<file path="src/design/stwl_pkg.sv">
// Shared types and constants for the slot table with id lookup.
// Used by stwl_rec_mem and slot_table_with_id_lookup_core; no dependencies.
`timescale 1ns / 1ps
package stwl_pkg;

  localparam int TABLE_SLOTS = 64;
  localparam int IDX_W       = (TABLE_SLOTS > 1) ? $clog2(TABLE_SLOTS) : 1;
  localparam int KEY_W       = 16;
  localparam int SLOT_IDX_W  = 6;
  localparam int CMD_W       = 3;
  localparam int STATUS_W    = 2;

  localparam logic [IDX_W-1:0] LAST_SLOT = IDX_W'(TABLE_SLOTS - 1);
  localparam logic [KEY_W-1:0] ID_MAX    = '1;

  typedef enum logic [CMD_W-1:0] {
    CMD_CLEAR     = 3'd0,
    CMD_INSERT    = 3'd1,
    CMD_DELETE    = 3'd2,
    CMD_FIND_ID   = 3'd3,
    CMD_FIND_AUTH = 3'd4,
    CMD_UPDATE    = 3'd5
  } cmd_e;

  typedef enum logic [STATUS_W-1:0] {
    ST_OK        = 2'd0,
    ST_NOT_FOUND = 2'd1,
    ST_FULL      = 2'd2,
    ST_EXHAUSTED = 2'd3
  } status_e;

  typedef struct packed {
    logic [KEY_W-1:0] id;
    logic [KEY_W-1:0] author;
  } record_t;

endpackage

</file>
<file path="src/design/stwl_rec_mem.sv">
// Record store: one id/author pair per slot, one read and one write port.
// Read data is registered. Depends on stwl_pkg.
`timescale 1ns / 1ps
module stwl_rec_mem import stwl_pkg::*; (
  input  logic             clk_i,
  input  logic             rd_en_i,
  input  logic [IDX_W-1:0] rd_addr_i,
  output record_t          rd_data_o,
  input  logic             wr_en_i,
  input  logic [IDX_W-1:0] wr_addr_i,
  input  record_t          wr_data_i
);

  record_t mem_q [TABLE_SLOTS];
  record_t rd_data_q;

  always_ff @(posedge clk_i) begin
    if (wr_en_i) begin
      mem_q[wr_addr_i] <= wr_data_i;
    end
  end

  always_ff @(posedge clk_i) begin
    if (rd_en_i) begin
      rd_data_q <= mem_q[rd_addr_i];
    end
  end

  assign rd_data_o = rd_data_q;

endmodule

</file>
<file path="src/design/slot_table_with_id_lookup_core.sv">
// Slot table with id lookup: valid bits in flops, id/author pairs in stwl_rec_mem.
// Scan commands walk the memory one slot per cycle. Clear and unused commands
// answer in the cycle after the request. One request at a time; busy is low
// again in the cycle the result is shown. The receiver cannot stall.
// Asynchronous active-low reset empties all slots and zeroes the id counter.
`timescale 1ns / 1ps
module slot_table_with_id_lookup_core import stwl_pkg::*; (
  input  logic                  clk_i,
  input  logic                  rst_ni,
  input  logic                  start,
  output logic                  busy,
  input  logic [CMD_W-1:0]      command_i,
  input  logic [KEY_W-1:0]      key_i,
  input  logic [KEY_W-1:0]      author_code_i,
  output logic                  done_o,
  output logic [STATUS_W-1:0]   status_o,
  output logic [SLOT_IDX_W-1:0] slot_index_o,
  output logic [KEY_W-1:0]      entry_id_o,
  output logic [KEY_W-1:0]      entry_author_o
);

  typedef enum logic [1:0] {
    S_IDLE = 2'b01,
    S_SCAN = 2'b10
  } state_e;

  state_e                state_q, state_d;
  logic [CMD_W-1:0]      cmd_q, cmd_d;
  logic [KEY_W-1:0]      key_q, key_d;
  logic [KEY_W-1:0]      au_q, au_d;
  logic [KEY_W-1:0]      cnt_q, cnt_d;
  logic [TABLE_SLOTS-1:0] valid_q, valid_d;

  logic [IDX_W-1:0]      addr_q, addr_d;
  logic                  issue_q, issue_d;
  logic                  pv_q, pv_d;
  logic [IDX_W-1:0]      pidx_q, pidx_d;

  // first slot removed by a delete
  logic                  found_q, found_d;
  logic [IDX_W-1:0]      fidx_q, fidx_d;
  record_t               frec_q, frec_d;

  logic                  done_q, done_d;
  logic [STATUS_W-1:0]   status_q, status_d;
  logic [SLOT_IDX_W-1:0] sidx_q, sidx_d;
  logic [KEY_W-1:0]      eid_q, eid_d;
  logic [KEY_W-1:0]      eau_q, eau_d;

  record_t               rd_rec;
  logic                  wr_en;
  record_t               wr_rec;
  logic                  rd_en;

  logic                  cur_valid;
  logic                  hit;
  logic                  last;

  stwl_rec_mem u_mem (
    .clk_i     (clk_i),
    .rd_en_i   (rd_en),
    .rd_addr_i (addr_q),
    .rd_data_o (rd_rec),
    .wr_en_i   (wr_en),
    .wr_addr_i (pidx_q),
    .wr_data_i (wr_rec)
  );

  assign rd_en     = (state_q == S_SCAN) && issue_q;
  assign cur_valid = valid_q[pidx_q];
  assign last      = (pidx_q == LAST_SLOT);

  always_comb begin
    if (cmd_q == CMD_INSERT) begin
      hit = !cur_valid;
    end else if (cmd_q == CMD_FIND_AUTH) begin
      hit = cur_valid && (rd_rec.author == key_q);
    end else begin
      hit = cur_valid && (rd_rec.id == key_q);
    end
  end

  always_comb begin
    state_d  = state_q;
    cmd_d    = cmd_q;
    key_d    = key_q;
    au_d     = au_q;
    cnt_d    = cnt_q;
    valid_d  = valid_q;
    addr_d   = addr_q;
    issue_d  = issue_q;
    pv_d     = 1'b0;
    pidx_d   = addr_q;
    found_d  = found_q;
    fidx_d   = fidx_q;
    frec_d   = frec_q;
    done_d   = 1'b0;
    status_d = status_q;
    sidx_d   = sidx_q;
    eid_d    = eid_q;
    eau_d    = eau_q;
    wr_en    = 1'b0;
    wr_rec   = '{id: rd_rec.id, author: au_q};

    unique case (state_q)
      S_IDLE: begin
        if (start) begin
          cmd_d = command_i;
          key_d = key_i;
          au_d  = author_code_i;
          unique case (command_i)
            CMD_CLEAR: begin
              valid_d  = '0;
              done_d   = 1'b1;
              status_d = ST_OK;
              sidx_d   = '0;
              eid_d    = '0;
              eau_d    = '0;
            end
            CMD_INSERT, CMD_DELETE, CMD_FIND_ID, CMD_FIND_AUTH, CMD_UPDATE: begin
              state_d = S_SCAN;
              addr_d  = '0;
              issue_d = 1'b1;
              found_d = 1'b0;
            end
            default: begin
              done_d   = 1'b1;
              status_d = ST_NOT_FOUND;
              sidx_d   = '0;
              eid_d    = '0;
              eau_d    = '0;
            end
          endcase
        end
      end
      S_SCAN: begin
        if (issue_q) begin
          pv_d   = 1'b1;
          pidx_d = addr_q;
          addr_d = addr_q + IDX_W'(1);
          if (addr_q == LAST_SLOT) begin
            issue_d = 1'b0;
          end
        end
        if (pv_q) begin
          // defaults for a miss at the end of the scan
          status_d = ST_NOT_FOUND;
          sidx_d   = '0;
          eid_d    = '0;
          eau_d    = '0;
          unique case (cmd_q)
            CMD_INSERT: begin
              if (hit) begin
                done_d = 1'b1;
                if (cnt_q == ID_MAX) begin
                  status_d = ST_EXHAUSTED;
                end else begin
                  cnt_d           = cnt_q + KEY_W'(1);
                  valid_d[pidx_q] = 1'b1;
                  wr_en           = 1'b1;
                  wr_rec          = '{id: cnt_q + KEY_W'(1), author: au_q};
                  status_d        = ST_OK;
                  sidx_d          = SLOT_IDX_W'(pidx_q);
                  eid_d           = cnt_q + KEY_W'(1);
                  eau_d           = au_q;
                end
              end else if (last) begin
                done_d   = 1'b1;
                status_d = ST_FULL;
              end
            end
            CMD_DELETE: begin
              if (hit) begin
                valid_d[pidx_q] = 1'b0;
                if (!found_q) begin
                  found_d = 1'b1;
                  fidx_d  = pidx_q;
                  frec_d  = rd_rec;
                end
              end
              if (last) begin
                done_d = 1'b1;
                if (found_q) begin
                  status_d = ST_OK;
                  sidx_d   = SLOT_IDX_W'(fidx_q);
                  eid_d    = frec_q.id;
                  eau_d    = frec_q.author;
                end else if (hit) begin
                  status_d = ST_OK;
                  sidx_d   = SLOT_IDX_W'(pidx_q);
                  eid_d    = rd_rec.id;
                  eau_d    = rd_rec.author;
                end
              end
            end
            CMD_FIND_ID, CMD_FIND_AUTH: begin
              if (hit) begin
                done_d   = 1'b1;
                status_d = ST_OK;
                sidx_d   = SLOT_IDX_W'(pidx_q);
                eid_d    = rd_rec.id;
                eau_d    = rd_rec.author;
              end else if (last) begin
                done_d = 1'b1;
              end
            end
            CMD_UPDATE: begin
              if (hit) begin
                done_d   = 1'b1;
                wr_en    = 1'b1;
                status_d = ST_OK;
                sidx_d   = SLOT_IDX_W'(pidx_q);
                eid_d    = rd_rec.id;
                eau_d    = au_q;
              end else if (last) begin
                done_d = 1'b1;
              end
            end
            default: begin
              done_d = 1'b1;
            end
          endcase
          if (done_d) begin
            // drop any read still in flight
            state_d = S_IDLE;
            issue_d = 1'b0;
            pv_d    = 1'b0;
          end else begin
            status_d = status_q;
            sidx_d   = sidx_q;
            eid_d    = eid_q;
            eau_d    = eau_q;
          end
        end
      end
      default: begin
        state_d = S_IDLE;
      end
    endcase
  end

  always_ff @(posedge clk_i or negedge rst_ni) begin
    if (!rst_ni) begin
      state_q <= S_IDLE;
      cnt_q   <= '0;
      valid_q <= '0;
      issue_q <= 1'b0;
      pv_q    <= 1'b0;
      found_q <= 1'b0;
      done_q  <= 1'b0;
      addr_q  <= '0;
      pidx_q  <= '0;
    end else begin
      state_q <= state_d;
      cnt_q   <= cnt_d;
      valid_q <= valid_d;
      issue_q <= issue_d;
      pv_q    <= pv_d;
      found_q <= found_d;
      done_q  <= done_d;
      addr_q  <= addr_d;
      pidx_q  <= pidx_d;
    end
  end

  always_ff @(posedge clk_i) begin
    cmd_q    <= cmd_d;
    key_q    <= key_d;
    au_q     <= au_d;
    fidx_q   <= fidx_d;
    frec_q   <= frec_d;
    status_q <= status_d;
    sidx_q   <= sidx_d;
    eid_q    <= eid_d;
    eau_q    <= eau_d;
  end

  assign busy           = (state_q != S_IDLE);
  assign done_o         = done_q;
  assign status_o       = status_q;
  assign slot_index_o   = sidx_q;
  assign entry_id_o     = eid_q;
  assign entry_author_o = eau_q;

endmodule

</file>
<file path="config.mk">
export PLATFORM = sky130hd
export DESIGN_NAME = slot_table_with_id_lookup_core
export DESIGN_NICKNAME = d
export VERILOG_FILES = /design/src/design/stwl_pkg.sv /design/src/design/stwl_rec_mem.sv /design/src/design/slot_table_with_id_lookup_core.sv
export SDC_FILE = /design/constraint.sdc
export NUM_CORES = 2
export LEC_CHECK = 0
export BUFFER_PORTS_ARGS = -buffer_cell sky130_fd_sc_hd__buf_4
export CORE_AREA = 2 2 338 474
export CTS_CLUSTER_SIZE = 14
export DETAILED_ROUTE_END_ITERATION = 16
export DIE_AREA = 0 0 340 476
export HOLD_SLACK_MARGIN = 0.1
export PLACE_DENSITY_LB_ADDON = 0.1
export SYNTH_ARGS = -nofsm -noshare
export SYNTH_HDL_FRONTEND = slang
export SYNTH_SLANG_ARGS = --single-unit
</file>
<file path="constraint.sdc">
create_clock -name clk_i -period 5.5 [get_ports clk_i]
set_input_delay 1.1 -clock clk_i [delete_from_list [all_inputs] [get_ports clk_i]]
set_output_delay 1.1 -clock clk_i [all_outputs]
set_load 0.01 [all_outputs]
</file>
==> results.cfg <==
[setup_path]
crit_chain = buf_4, mux4_2, o2111ai_1, o2111a_1, and3_1, mux2i_4, buf_4, nand3_1, o2bb2ai_4, buf_4
end_kind = register
crit_type = reg -> reg
timing.rr.start = pidx_q[0]
slowest_stage = dfrtp_2
crit_arrival_ns = 5.34
crit_required_ns = 6.04
path_max_fanout = 64
crit_start = pidx_q[0]
critPathLaunchType = register
crit_top_cell = buf_4
cp_slowest_stage_delay_ns = 0.73

[die]
fp.dieH_um = 476
die-area_um2 = 161800
die_w_um = 340
core_um2 = 157800
row_count = 173
initial_core_util = 0.5652
io_pins = 80

[power]
ir_drop_v = 0.0003248
p_leak_uw = 0.03106
powerDensity_nw_per_um2 = 427.2
power_uw = 43120

[routing]
dr_wl_met2_um = 109000
detail-route-antenna-nets = 0
wirelength_um = 210700
m1WireLength_um = 84040
wl_per_cell_um = 32.18
met3_length_um = 12150
vias = 41970
drcViolationCount = 0
drtIter0Drc = 4349
top_layer_used = met5
vias_per_cell = 6.409
drt_first_pass_iters = 5

[logic_synthesis]
syn-cell-area_um2 = 89190
async_reset_ff_frac = 0.04278
avgSynthCellArea_um2 = 22.17
synth_flop_cell = edfxtp_1
yosysWarningCount = 0
ys_ff_latch = 2291
seq_area_frac_synth = 0.7658
syn_inst = 4023
synth_edf_count = 2193
yosysUniqueCellTypes = 63
synth_nets = 4065

[clocking]
cts_tree = done
cts_max_level = 4
post-cts-setup-buffer-count = 0
clock-sinks = 2291
clk_pin_slew_ns = 0.06
clockRootBuffer = clkbuf_16
clock_latency_ns = 0.84
cts_max_path_buffers = 3
post_cts_resized = 0
cts_made_buffers = 207
postCtsHoldBufs = 0

[finish]
layout_commonest_cell = edfxtp_1
drive_gt1_frac = 0.3008
mostFrequentLayoutCells = edfxtp_1, mux4_2, buf_4, clkbuf_16, nand2_1
utilization = 0.6397
final_cell_count_no_fill = 6548
areaGrowthSynthToFinish_pct = 13.17
final_net_count = 4317

[outcome]
status = finished clean

[global_routing]
antenna_found_initial = 7
grt_pass1_vias = 42790
gr-total-overflow = 0
grt_pass1_wl_um = 308000
grt_max_degree = 80
grt.total_usage = 0.2664

[sta]
slew_viol_final = 0
fin_crit_sh = 0.8721
worst-slew-pin-transition_ns = 1.217
final.setup.tns_ns = 0
fin_crit_ns = 4.797
whs_ns = 0.3504
fmax_ghz = 0.2085
finalHoldViolations = 0
finalSetupViolations = 0
finClkSkew_ns = 0.02725
max_slew_margin = 0.1869
rsz0062_at_grt = false

[placed_design]
gp_congestion = 0.9253
io_buffers = 79
placed_cells = 6166
dp_hpwl_um = 135400

[hold_path]
min_path_type = in -> async

[flow_run]
maxCapViolCount = 0
## state kept, by name, indices dropped and copies added (netlist names), 3 cells and up
signal	cells
u_mem.mem_q	2048
au_q	16
entry_id_o	16
cmd_q	3
slot_index_o	6
frec_q	32
cnt_q	16
u_mem.rd_data_o	32
fidx_q	6
key_q	16
addr_q	6
pidx_q	6
valid_q	64
entry_author_o	16
## area by class of cell
| type | count | area (µm²) |
|---|---|---|
| flip-flops and latches | 2291 | 68330 |
| fillers | 10450 | 56860 |
| clock buffers | 274 | 5579 |
| multi-input cells | 1450 | 20380 |
| clock inverters | 105 | 1036 |
| repair buffers | 273 | 2788 |
| diodes | 3 | 7.507 |
| inverters | 52 | 195.2 |
| well taps | 2100 | 2628 |
## cell families after synthesis
family / Yosys count / synth area share
flip-flops: 2291 / 0.7658
buffers and inverters: 282 / 0.01257
adder cells (fa/ha/maj): 4 / 0.0005611
multiplexers: 710 / 0.1749
XOR/XNOR: 40 / 0.003928
AO/OA/AOI/OAI: 351 / 0.02473
AND/OR/NAND/NOR: 345 / 0.01745
## path summary, 6_finish.rpt
kind / to / slack [ns] / cells after the start
setup / recovery: u_mem.mem_q[41][28] / 0.70 / 10
hold / removal: state_q[1] / 0.35 / 1
setup reg to reg: u_mem.mem_q[41][28] / 0.70 / 10
hold reg to reg: valid_q[24] / 0.53 / 2
max in group asynchronous: valid_q[42] / 4.07 / 2
min in group clk_i: key_q[6] / 0.43 / 1
## metrics by stage
step                      setup slack [ns]  instance area (µm²)
after detailed placement            0.7831                94310
final                               0.7035               100900
after floorplan                     0.5188                89200
after CTS                           0.7427               100900
after global placement              0.8427                94310
after global routing                0.4306               100900
## Yosys cell counts (3+ instances only)
| library cell | n | share of area |
|---|---|---|
| edfxtp_1 | 2193 | 0.74 |
| mux4_2 | 677 | 0.17 |
| clkbuf_1 | 156 | 0.0066 |
| nand2_1 | 149 | 0.0063 |
| o21ai_0 | 120 | 0.0067 |
| nor2_1 | 98 | 0.0041 |
| dfrtp_1 | 97 | 0.027 |
| o211ai_1 | 64 | 0.0054 |
| a21oi_1 | 63 | 0.0035 |
| buf_1 | 54 | 0.0023 |
| inv_1 | 52 | 0.0022 |
| a21o_1 | 37 | 0.0031 |
| xnor2_1 | 24 | 0.0024 |
| mux2i_1 | 22 | 0.0025 |
| nand3_1 | 17 | 0.00095 |
| xor2_1 | 16 | 0.0016 |
| a22oi_1 | 15 | 0.0013 |
| nor3_1 | 15 | 0.00084 |
| buf_2 | 14 | 0.00079 |
| mux2_2 | 10 | 0.0013 |
| nor4_1 | 10 | 0.00070 |
| and3_1 | 8 | 0.00056 |
| a31oi_1 | 7 | 0.00049 |
| a32oi_1 | 7 | 0.00069 |
| nand4_1 | 7 | 0.00049 |
| buf_6 | 6 | 0.00076 |
| nand2b_1 | 6 | 0.00042 |
| nor2_2 | 6 | 0.00042 |
| o2bb2ai_1 | 6 | 0.00059 |
| and2_1 | 5 | 0.00035 |
| nor2b_1 | 5 | 0.00035 |
| o2111ai_1 | 5 | 0.00049 |
| o22ai_1 | 5 | 0.00035 |
| ha_1 | 4 | 0.00056 |
| o221ai_1 | 4 | 0.00039 |
| a22o_1 | 3 | 0.00029 |
| nor3b_1 | 3 | 0.00025 |
## report_power, final
part,switching (µW),leakage [µW],internal (µW)
registers,365,0.0211,20000
clock network,6210,0.00322,7970
logic,4820,0.00674,3760
## metal layers
layer / GRT usage / vias up
li1: - / 17450
met5: 0 / -
met4: 0.07304 / 2
met2: 0.4508 / 1512
met1: 0.3694 / 22690
met3: 0.03689 / 312
## worst max-delay path: cells and delay by family (launching register included)
family | cells | cell delay [ns]
muxes | 2 | 1.02
buffers and inverters | 3 | 1.15
DFF | 1 | 0.73
and+or+nand+nor | 2 | 0.77
AOI/OAI and AO/OA | 3 | 0.72
Note: power is estimated with default switching activity, not from simulation.
